### src/hdl/aod_pkg.sv
// ---------------------------------------------------------------------------
// aod_pkg: shared types and constants for the orientation debouncer
// Register indexes, configuration and stage control structs.
// ---------------------------------------------------------------------------
`default_nettype none

package aod_pkg;

   localparam int THR_W  = 15;
   localparam int THR_SQ_W = 2 * THR_W;
   localparam int DEB_W  = 4;
   localparam int ROT_W  = 2;
   localparam int CSR_INDEX_W = 2;

   localparam logic [CSR_INDEX_W-1:0] CSR_FLAT_THRESHOLD      = 2'd0;
   localparam logic [CSR_INDEX_W-1:0] CSR_DEBOUNCE_COUNT      = 2'd1;
   localparam logic [CSR_INDEX_W-1:0] CSR_MOUNT_QUARTER_TURNS = 2'd2;

   localparam logic [THR_W-1:0] FLAT_THRESHOLD_RESET      = 15'd7373;
   localparam logic [DEB_W-1:0] DEBOUNCE_COUNT_RESET      = 4'd5;
   localparam logic [ROT_W-1:0] MOUNT_QUARTER_TURNS_RESET = 2'd0;

   typedef struct packed {
      logic              kind;
      logic [ROT_W-1:0]  forced_rotation;
      logic [ROT_W-1:0]  sector;
   } item_ctl_type;

   typedef struct packed {
      logic [THR_SQ_W-1:0] thr_sq;
      logic [DEB_W-1:0]    debounce_count;
      logic [ROT_W-1:0]    mount_quarter_turns;
   } cfg_type;

endpackage

`default_nettype wire

### src/hdl/accel_orientation_debounce.sv
// Registers: a request beat is captured by the input register on acceptance, and
// its response beat by the result register (no other register between them).
// Throughput: one beat per cycle; squares, flat compare and the debounce
// state update all fit between the two registers. A held response stalls input.
// Reset: synchronous; clears valids, rotation state and restores
// register defaults (threshold 7373, debounce 5, mount 0).
// ---------------------------------------------------------------------------
// accel_orientation_debounce: screen orientation from accelerometer X/Y
// Configuration registers, threshold squaring and the two pipeline parts.
// ---------------------------------------------------------------------------
`default_nettype none

module accel_orientation_debounce #(
   parameter int SAMPLE_WIDTH = 16
) (
   input  wire                                clock,
   input  wire                                reset,
   input  wire                                req_valid,
   output logic                               req_ready,
   input  wire                                req_kind,
   input  wire signed [SAMPLE_WIDTH-1:0]      req_accel_x,
   input  wire signed [SAMPLE_WIDTH-1:0]      req_accel_y,
   input  wire [aod_pkg::ROT_W-1:0]           req_forced_rotation,
   output logic                               rsp_valid,
   input  wire                                rsp_ready,
   output logic [aod_pkg::ROT_W-1:0]          rsp_rotation,
   input  wire                                csr_valid,
   output logic                               csr_ready,
   input  wire [aod_pkg::CSR_INDEX_W-1:0]     csr_index,
   input  wire [aod_pkg::THR_W-1:0]           csr_wdata
);

   logic [aod_pkg::THR_W-1:0]     thr_ff;
   logic [aod_pkg::THR_SQ_W-1:0]  thr_sq_ff;
   logic [aod_pkg::DEB_W-1:0]     deb_ff;
   logic [aod_pkg::ROT_W-1:0]     mount_ff;

   aod_pkg::cfg_type              cfg;
   logic                          s2_valid, s2_ready;
   aod_pkg::item_ctl_type         s2_ctl;
   logic [2*SAMPLE_WIDTH-1:0]     s2_sq_x, s2_sq_y;

   assign csr_ready = 1'b1;

   always_ff @(posedge clock) begin
      if (reset) begin
         thr_ff   <= aod_pkg::FLAT_THRESHOLD_RESET;
         deb_ff   <= aod_pkg::DEBOUNCE_COUNT_RESET;
         mount_ff <= aod_pkg::MOUNT_QUARTER_TURNS_RESET;
      end else if (csr_valid) begin
         unique case (csr_index)
            aod_pkg::CSR_FLAT_THRESHOLD:      thr_ff   <= csr_wdata;
            aod_pkg::CSR_DEBOUNCE_COUNT:      deb_ff   <= csr_wdata[aod_pkg::DEB_W-1:0];
            aod_pkg::CSR_MOUNT_QUARTER_TURNS: mount_ff <= csr_wdata[aod_pkg::ROT_W-1:0];
            default: ;
         endcase
      end
   end

   // threshold squared, registered from the threshold register
   always_ff @(posedge clock) begin
      thr_sq_ff <= thr_ff * thr_ff;
   end

   always_comb begin
      cfg.thr_sq              = thr_sq_ff;
      cfg.debounce_count      = deb_ff;
      cfg.mount_quarter_turns = mount_ff;
   end

   aod_front #(
      .SAMPLE_WIDTH(SAMPLE_WIDTH)
   ) u_front (
      .clock               (clock),
      .reset               (reset),
      .req_valid           (req_valid),
      .req_ready           (req_ready),
      .req_kind            (req_kind),
      .req_accel_x         (req_accel_x),
      .req_accel_y         (req_accel_y),
      .req_forced_rotation (req_forced_rotation),
      .s2_valid            (s2_valid),
      .s2_ready            (s2_ready),
      .s2_ctl              (s2_ctl),
      .s2_sq_x             (s2_sq_x),
      .s2_sq_y             (s2_sq_y)
   );

   aod_track #(
      .SAMPLE_WIDTH(SAMPLE_WIDTH)
   ) u_track (
      .clock        (clock),
      .reset        (reset),
      .cfg          (cfg),
      .s2_valid     (s2_valid),
      .s2_ready     (s2_ready),
      .s2_ctl       (s2_ctl),
      .s2_sq_x      (s2_sq_x),
      .s2_sq_y      (s2_sq_y),
      .rsp_valid    (rsp_valid),
      .rsp_ready    (rsp_ready),
      .rsp_rotation (rsp_rotation)
   );

endmodule

`default_nettype wire

### src/hdl/aod_front.sv
// ---------------------------------------------------------------------------
// aod_front: input register, squares and sector decode
// Registers the request beat and derives x*x, y*y and the raw sector from it.
// ---------------------------------------------------------------------------
`default_nettype none

module aod_front #(
   parameter int SAMPLE_WIDTH = 16
) (
   input  wire                              clock,
   input  wire                              reset,
   input  wire                              req_valid,
   output logic                             req_ready,
   input  wire                              req_kind,
   input  wire signed [SAMPLE_WIDTH-1:0]    req_accel_x,
   input  wire signed [SAMPLE_WIDTH-1:0]    req_accel_y,
   input  wire [aod_pkg::ROT_W-1:0]         req_forced_rotation,
   output logic                             s2_valid,
   input  wire                              s2_ready,
   output aod_pkg::item_ctl_type            s2_ctl,
   output logic [2*SAMPLE_WIDTH-1:0]        s2_sq_x,
   output logic [2*SAMPLE_WIDTH-1:0]        s2_sq_y
);

   localparam int W = SAMPLE_WIDTH;

   logic                          s1_valid_ff, s1_valid_in;
   logic                          s1_kind_ff;
   logic [aod_pkg::ROT_W-1:0]     s1_forced_ff;
   logic signed [W-1:0]           s1_x_ff, s1_y_ff;

   logic                          en1;
   logic signed [2*W-1:0]         prod_x, prod_y;
   logic signed [W:0]             xe, ye, nye;
   logic [aod_pkg::ROT_W-1:0]     sector;

   assign en1 = !s1_valid_ff || s2_ready;
   assign req_ready = en1;

   assign s1_valid_in = en1 ? req_valid : s1_valid_ff;

   assign prod_x = s1_x_ff * s1_x_ff;
   assign prod_y = s1_y_ff * s1_y_ff;

   assign xe  = {s1_x_ff[W-1], s1_x_ff};
   assign ye  = {s1_y_ff[W-1], s1_y_ff};
   assign nye = -ye;

   always_comb begin
      priority if (xe >= ye && xe > nye) begin
         sector = 2'd1;
      end else if (xe > ye && xe <= nye) begin
         sector = 2'd2;
      end else if (xe <= ye && xe < nye) begin
         sector = 2'd3;
      end else begin
         sector = 2'd0;
      end
   end

   always_comb begin
      s2_ctl.kind            = s1_kind_ff;
      s2_ctl.forced_rotation = s1_forced_ff;
      s2_ctl.sector          = sector;
   end

   always_ff @(posedge clock) begin
      if (reset) begin
         s1_valid_ff <= 1'b0;
      end else begin
         s1_valid_ff <= s1_valid_in;
      end
   end

   always_ff @(posedge clock) begin
      if (en1) begin
         s1_kind_ff   <= req_kind;
         s1_forced_ff <= req_forced_rotation;
         s1_x_ff      <= req_accel_x;
         s1_y_ff      <= req_accel_y;
      end
   end

   assign s2_valid = s1_valid_ff;
   assign s2_sq_x  = prod_x;
   assign s2_sq_y  = prod_y;

endmodule

`default_nettype wire

### src/hdl/aod_track.sv
// ---------------------------------------------------------------------------
// aod_track: flat test, debounce state and result register
// Compares the squared magnitude against the squared threshold and updates the rotation.
// ---------------------------------------------------------------------------
`default_nettype none

module aod_track #(
   parameter int SAMPLE_WIDTH = 16
) (
   input  wire                              clock,
   input  wire                              reset,
   input  aod_pkg::cfg_type                 cfg,
   input  wire                              s2_valid,
   output logic                             s2_ready,
   input  aod_pkg::item_ctl_type            s2_ctl,
   input  wire [2*SAMPLE_WIDTH-1:0]         s2_sq_x,
   input  wire [2*SAMPLE_WIDTH-1:0]         s2_sq_y,
   output logic                             rsp_valid,
   input  wire                              rsp_ready,
   output logic [aod_pkg::ROT_W-1:0]        rsp_rotation
);

   localparam int W = SAMPLE_WIDTH;
   localparam int CMP_W = (2 * W + 1 > aod_pkg::THR_SQ_W) ? 2 * W + 1 : aod_pkg::THR_SQ_W;

   logic                          rsp_valid_ff, rsp_valid_in;
   logic [aod_pkg::ROT_W-1:0]     rsp_rotation_ff;
   logic [aod_pkg::ROT_W-1:0]     cur_ff, cur_in;
   logic [aod_pkg::ROT_W-1:0]     cand_ff, cand_in;
   logic [aod_pkg::DEB_W-1:0]     cnt_ff, cnt_in;

   logic                          upd;
   logic [CMP_W-1:0]              mag2, thr_sq;
   logic                          flat;
   logic [aod_pkg::ROT_W-1:0]     prop;
   logic [aod_pkg::DEB_W-1:0]     inc;

   assign s2_ready = !rsp_valid_ff || rsp_ready;
   assign upd = s2_valid && s2_ready;

   assign mag2   = CMP_W'(s2_sq_x) + CMP_W'(s2_sq_y);
   assign thr_sq = CMP_W'(cfg.thr_sq);
   assign flat   = mag2 < thr_sq;
   assign prop   = flat ? cur_ff : aod_pkg::ROT_W'(s2_ctl.sector + cfg.mount_quarter_turns);
   assign inc    = cnt_ff + 4'd1;

   always_comb begin
      cur_in  = cur_ff;
      cand_in = cand_ff;
      cnt_in  = cnt_ff;
      if (upd) begin
         priority if (s2_ctl.kind) begin
            cur_in  = s2_ctl.forced_rotation;
            cand_in = s2_ctl.forced_rotation;
            cnt_in  = '0;
         end else if (prop == cur_ff) begin
            cnt_in = '0;
         end else if (prop == cand_ff) begin
            if (inc >= cfg.debounce_count) begin
               cur_in = prop;
               cnt_in = '0;
            end else begin
               cnt_in = inc;
            end
         end else begin
            cand_in = prop;
            cnt_in  = '0;
         end
      end
   end

   assign rsp_valid_in = s2_ready ? s2_valid : rsp_valid_ff;

   always_ff @(posedge clock) begin
      if (reset) begin
         rsp_valid_ff <= 1'b0;
         cur_ff       <= '0;
         cand_ff      <= '0;
         cnt_ff       <= '0;
      end else begin
         rsp_valid_ff <= rsp_valid_in;
         cur_ff       <= cur_in;
         cand_ff      <= cand_in;
         cnt_ff       <= cnt_in;
      end
   end

   always_ff @(posedge clock) begin
      if (upd) begin
         rsp_rotation_ff <= cur_in;
      end
   end

   assign rsp_valid    = rsp_valid_ff;
   assign rsp_rotation = rsp_rotation_ff;

   a_count_implies_new_candidate: assert property (@(posedge clock) disable iff (reset)
      cnt_ff != '0 |-> cand_ff != cur_ff)
      else $error("stable count running with candidate equal to current");

   a_force_sets_rotation: assert property (@(posedge clock) disable iff (reset)
      upd && s2_ctl.kind |=> cur_ff == $past(s2_ctl.forced_rotation) && cnt_ff == '0
         && cand_ff == cur_ff)
      else $error("force beat did not set rotation state");

   a_result_tracks_current: assert property (@(posedge clock) disable iff (reset)
      rsp_valid_ff |-> rsp_rotation_ff == cur_ff)
      else $error("pending result differs from current rotation");

endmodule

`default_nettype wire
### config.mk
export PLATFORM = sky130hd
export DESIGN_NAME = accel_orientation_debounce
export DESIGN_NICKNAME = d
export VERILOG_FILES = /design/src/hdl/aod_pkg.sv /design/src/hdl/accel_orientation_debounce.sv /design/src/hdl/aod_front.sv /design/src/hdl/aod_track.sv
export SDC_FILE = /design/constraint.sdc
export NUM_CORES = 2
export LEC_CHECK = 0
export BUFFER_PORTS_ARGS = -buffer_cell sky130_fd_sc_hd__clkbuf_2
export CORE_ASPECT_RATIO = 1.2
export CORE_MARGIN = 2
export CORE_UTILIZATION = 65
export DETAILED_ROUTE_END_ITERATION = 16
export PLACE_DENSITY = 0.9
export SETUP_SLACK_MARGIN = 0.3
export SLEW_MARGIN = 10
export SYNTH_ARGS = -nofsm -noshare
export SYNTH_HDL_FRONTEND = slang
export SYNTH_SLANG_ARGS = --single-unit
### constraint.sdc
create_clock -name clock -period 21.9 [get_ports clock]
set_input_delay 3.285 -clock clock [delete_from_list [all_inputs] [get_ports clock]]
set_output_delay 3.285 -clock clock [all_outputs]
set_load 0.02 [all_outputs]
==> metrics.csv <==
metric;value;unit
initial antenna violation count;0;
crit end category;register;
Final Cycle Share;48.6;%
Setup Buffers After CTS;0;
clk sinks;97;
CTS Hold Buffers Added;0;
Final Max Slew Viols;0;
final hold vios;0;
number of placement rows;86;
post-layout min period;10.65;ns
fin worst setup slack;11.25;ns
total gr overflow;0;
core area;0.0461;mm^2
Mapped Area;0.0304;mm^2
Hold Crit Class;register to register;
Worst path slowest cell;edfxtp_1;
port bufs;60;
DIE AREA;0.0485;mm^2
vias;22696;
Syn Inst Count;3345;
WS Path Type;register to register;
Avg Inst Size Synth;9.08;um^2
Worst-Margin Slew;1.11;ns
# IOs;62;
Longest Clk Path Bufs;2;
Layout area overhead;3.79;%
final setup skew;0.0177;ns
main area contributors after synthesis;fa_1 (40%), ha_1 (15%), inv_1 (11%);
1st-pass router iterations;8;
Routed Antenna Nets;0;
DRC violations left;0;
die outline height;241;um
cell taking the most area after synthesis;fa_1;
Initial Util;66.0;%
Synth top cells by count;inv_1 (890), fa_1 (613), ha_1 (363);
H-tree levels;3;
setup violators final;0;
first-pass GRT wire length;119000;um
vias per inst;5.72;
unrepaired setup endpoints after global routing;no;
Fmax;93.9;MHz
Crit path top cell by count;fa_1;
count leader, synth;inv_1;
wirelength, routed;70900;um
EDFF count, synth;37;
post-cts resize count;0;
Die Wd;201;um
status;complete, no violations;
CP startpoint kind;register;
worst skew pair latency;0.40;ns
Final HPWL DP;59300;um
Num CTS Buffers;9;
Worst EP required;22.05;ns
pre-CTS WS;11.32;ns
final setup TNS;0;ns
CP max FO;17;
share of cells above drive strength 1;3.79;%
most used flip-flop cell after synthesis;dfxtp_1;
routability cong.;0.969;
ys async rst share;0;%
top cell type's share of synthesized area;40.4;%
largest net degree at the start of global routing;36;
max cap viols;0;
CTS root buf;clkbuf_16;
Yosys reg bits;97;
drt initial violations;1565;
syn_nets;4378;
Ys Warns;0;
clock slew at reported path FFs;0.08;ns
DR WL/cell;17.9;um
# nets final;4381;
CTS tree;yes;
number of library cell types mapped by synthesis;86;
post-synthesis sequential area ratio;7.61;%
vias in the first global route;25010;
CP peak stage delay;0.80;ns
fill count;3408;
Worst EP arrival;10.79;ns
Finished Core Util;68.5;%
Tot GR Track Use;31.1;%
headroom to the max-slew limit;25.8;%
## metrics by stage
stage | cells | instance area (um^2) | hold WS (ns)
finish | 3970 | 31500 | 0.500
global route | 3969 | 31500 | 0.521
CTS | 3969 | 31500 | 0.505
detailed placement | 3953 | 31200 | 0.493
global placement | 3953 | 31200 | 0.460
floorplan | 3345 | 30400 | 0.389
## state kept, by name, indices dropped and copies added (netlist names)
name,flops
u_front.s1_x_ff,16
u_track.rsp_valid,1
u_track.cand_ff,2
thr_ff,15
u_front.s1_forced_ff,2
u_front.s2_valid,1
u_front.s1_y_ff,16
u_track.rsp_rotation,2
u_front.s1_kind_ff,1
u_track.cnt_ff,4
u_track.cur_ff,2
mount_ff,2
deb_ff,4
thr_sq_ff,29
## layout make-up
class,instances,area [um^2],area share (%)
antenna,1,2.50,0.00793
clock buffer,9,225,0.714
clock inverter,7,78.8,0.250
inverter,898,3370,10.7
multi-input combinational,2274,24400,77.4
sequential,97,2310,7.33
tap,616,771,2.44
timing repair buffer,68,360,1.14
## layer usage
metal	vias up	track usage [%]	wire, um
met5	-	0	0
met4	0	18.4	4520
met3	313	4.36	4620
met2	953	56.9	36800
met1	11203	34.7	25000
li1	10227	-	-
## worst paths after layout
kind / start / end / slack [ns] / cells after the start
hold reg to reg: u_track.cnt_ff[1]$_SDFFE_PP0P_ / u_track.cnt_ff[1]$_SDFFE_PP0P_ / 0.50 / 2
hold / removal: u_track.cnt_ff[1]$_SDFFE_PP0P_ / u_track.cnt_ff[1]$_SDFFE_PP0P_ / 0.50 / 2
setup / recovery: u_front.s1_y_ff[1]$_DFFE_PP_ / u_track.rsp_rotation[1]$_DFFE_PP_ / 11.25 / 40
setup reg to reg: u_front.s1_y_ff[1]$_DFFE_PP_ / u_track.rsp_rotation[1]$_DFFE_PP_ / 11.25 / 40
## logic make-up (layout without fill, tap and decap cells)
family / Yosys count / in the layout / share of synthesized area [%]
AOI/OAI and AO/OA: 365 / 365 / 8.02
xor gates and xnor gates: 156 / 156 / 4.59
adders and majority gates: 976 / 976 / 55.3
buffers and inverters: 974 / 982 / 12.1
DFF: 97 / 97 / 7.61
muxes: 12 / 12 / 0.412
other: 1 / 2 / 0.0123
and+or+nand+nor: 764 / 764 / 12.0
## critical path: cells and delay by family (launching register included)
family,cells,cell delay [ns]
adders and majority gates,9,3.86
AOI/OAI and AO/OA,14,2.42
and+or+nand+nor,9,1.86
DFF,1,0.80
buffers and inverters,5,0.77
muxes,1,0.36
xor gates and xnor gates,2,0.29
## cells in the final DEF (no fill, tap or decap), types with 37 or more instances in the layout
cell type	Yosys	routed
a21o_1	52	52
a21oi_1	110	110
and2_1	100	100
clkbuf_2	0	60
dfxtp_1	60	60
edfxtp_1	37	37
fa_1	613	613
ha_1	363	363
inv_1	890	890
nand2_1	280	279
nor2_1	185	185
o21ai_0	57	57
xnor2_1	112	112
xor2_1	42	42
Power is not shown: default switching activity piles up to over one toggle a cycle in this logic, so the estimate is an artifact.
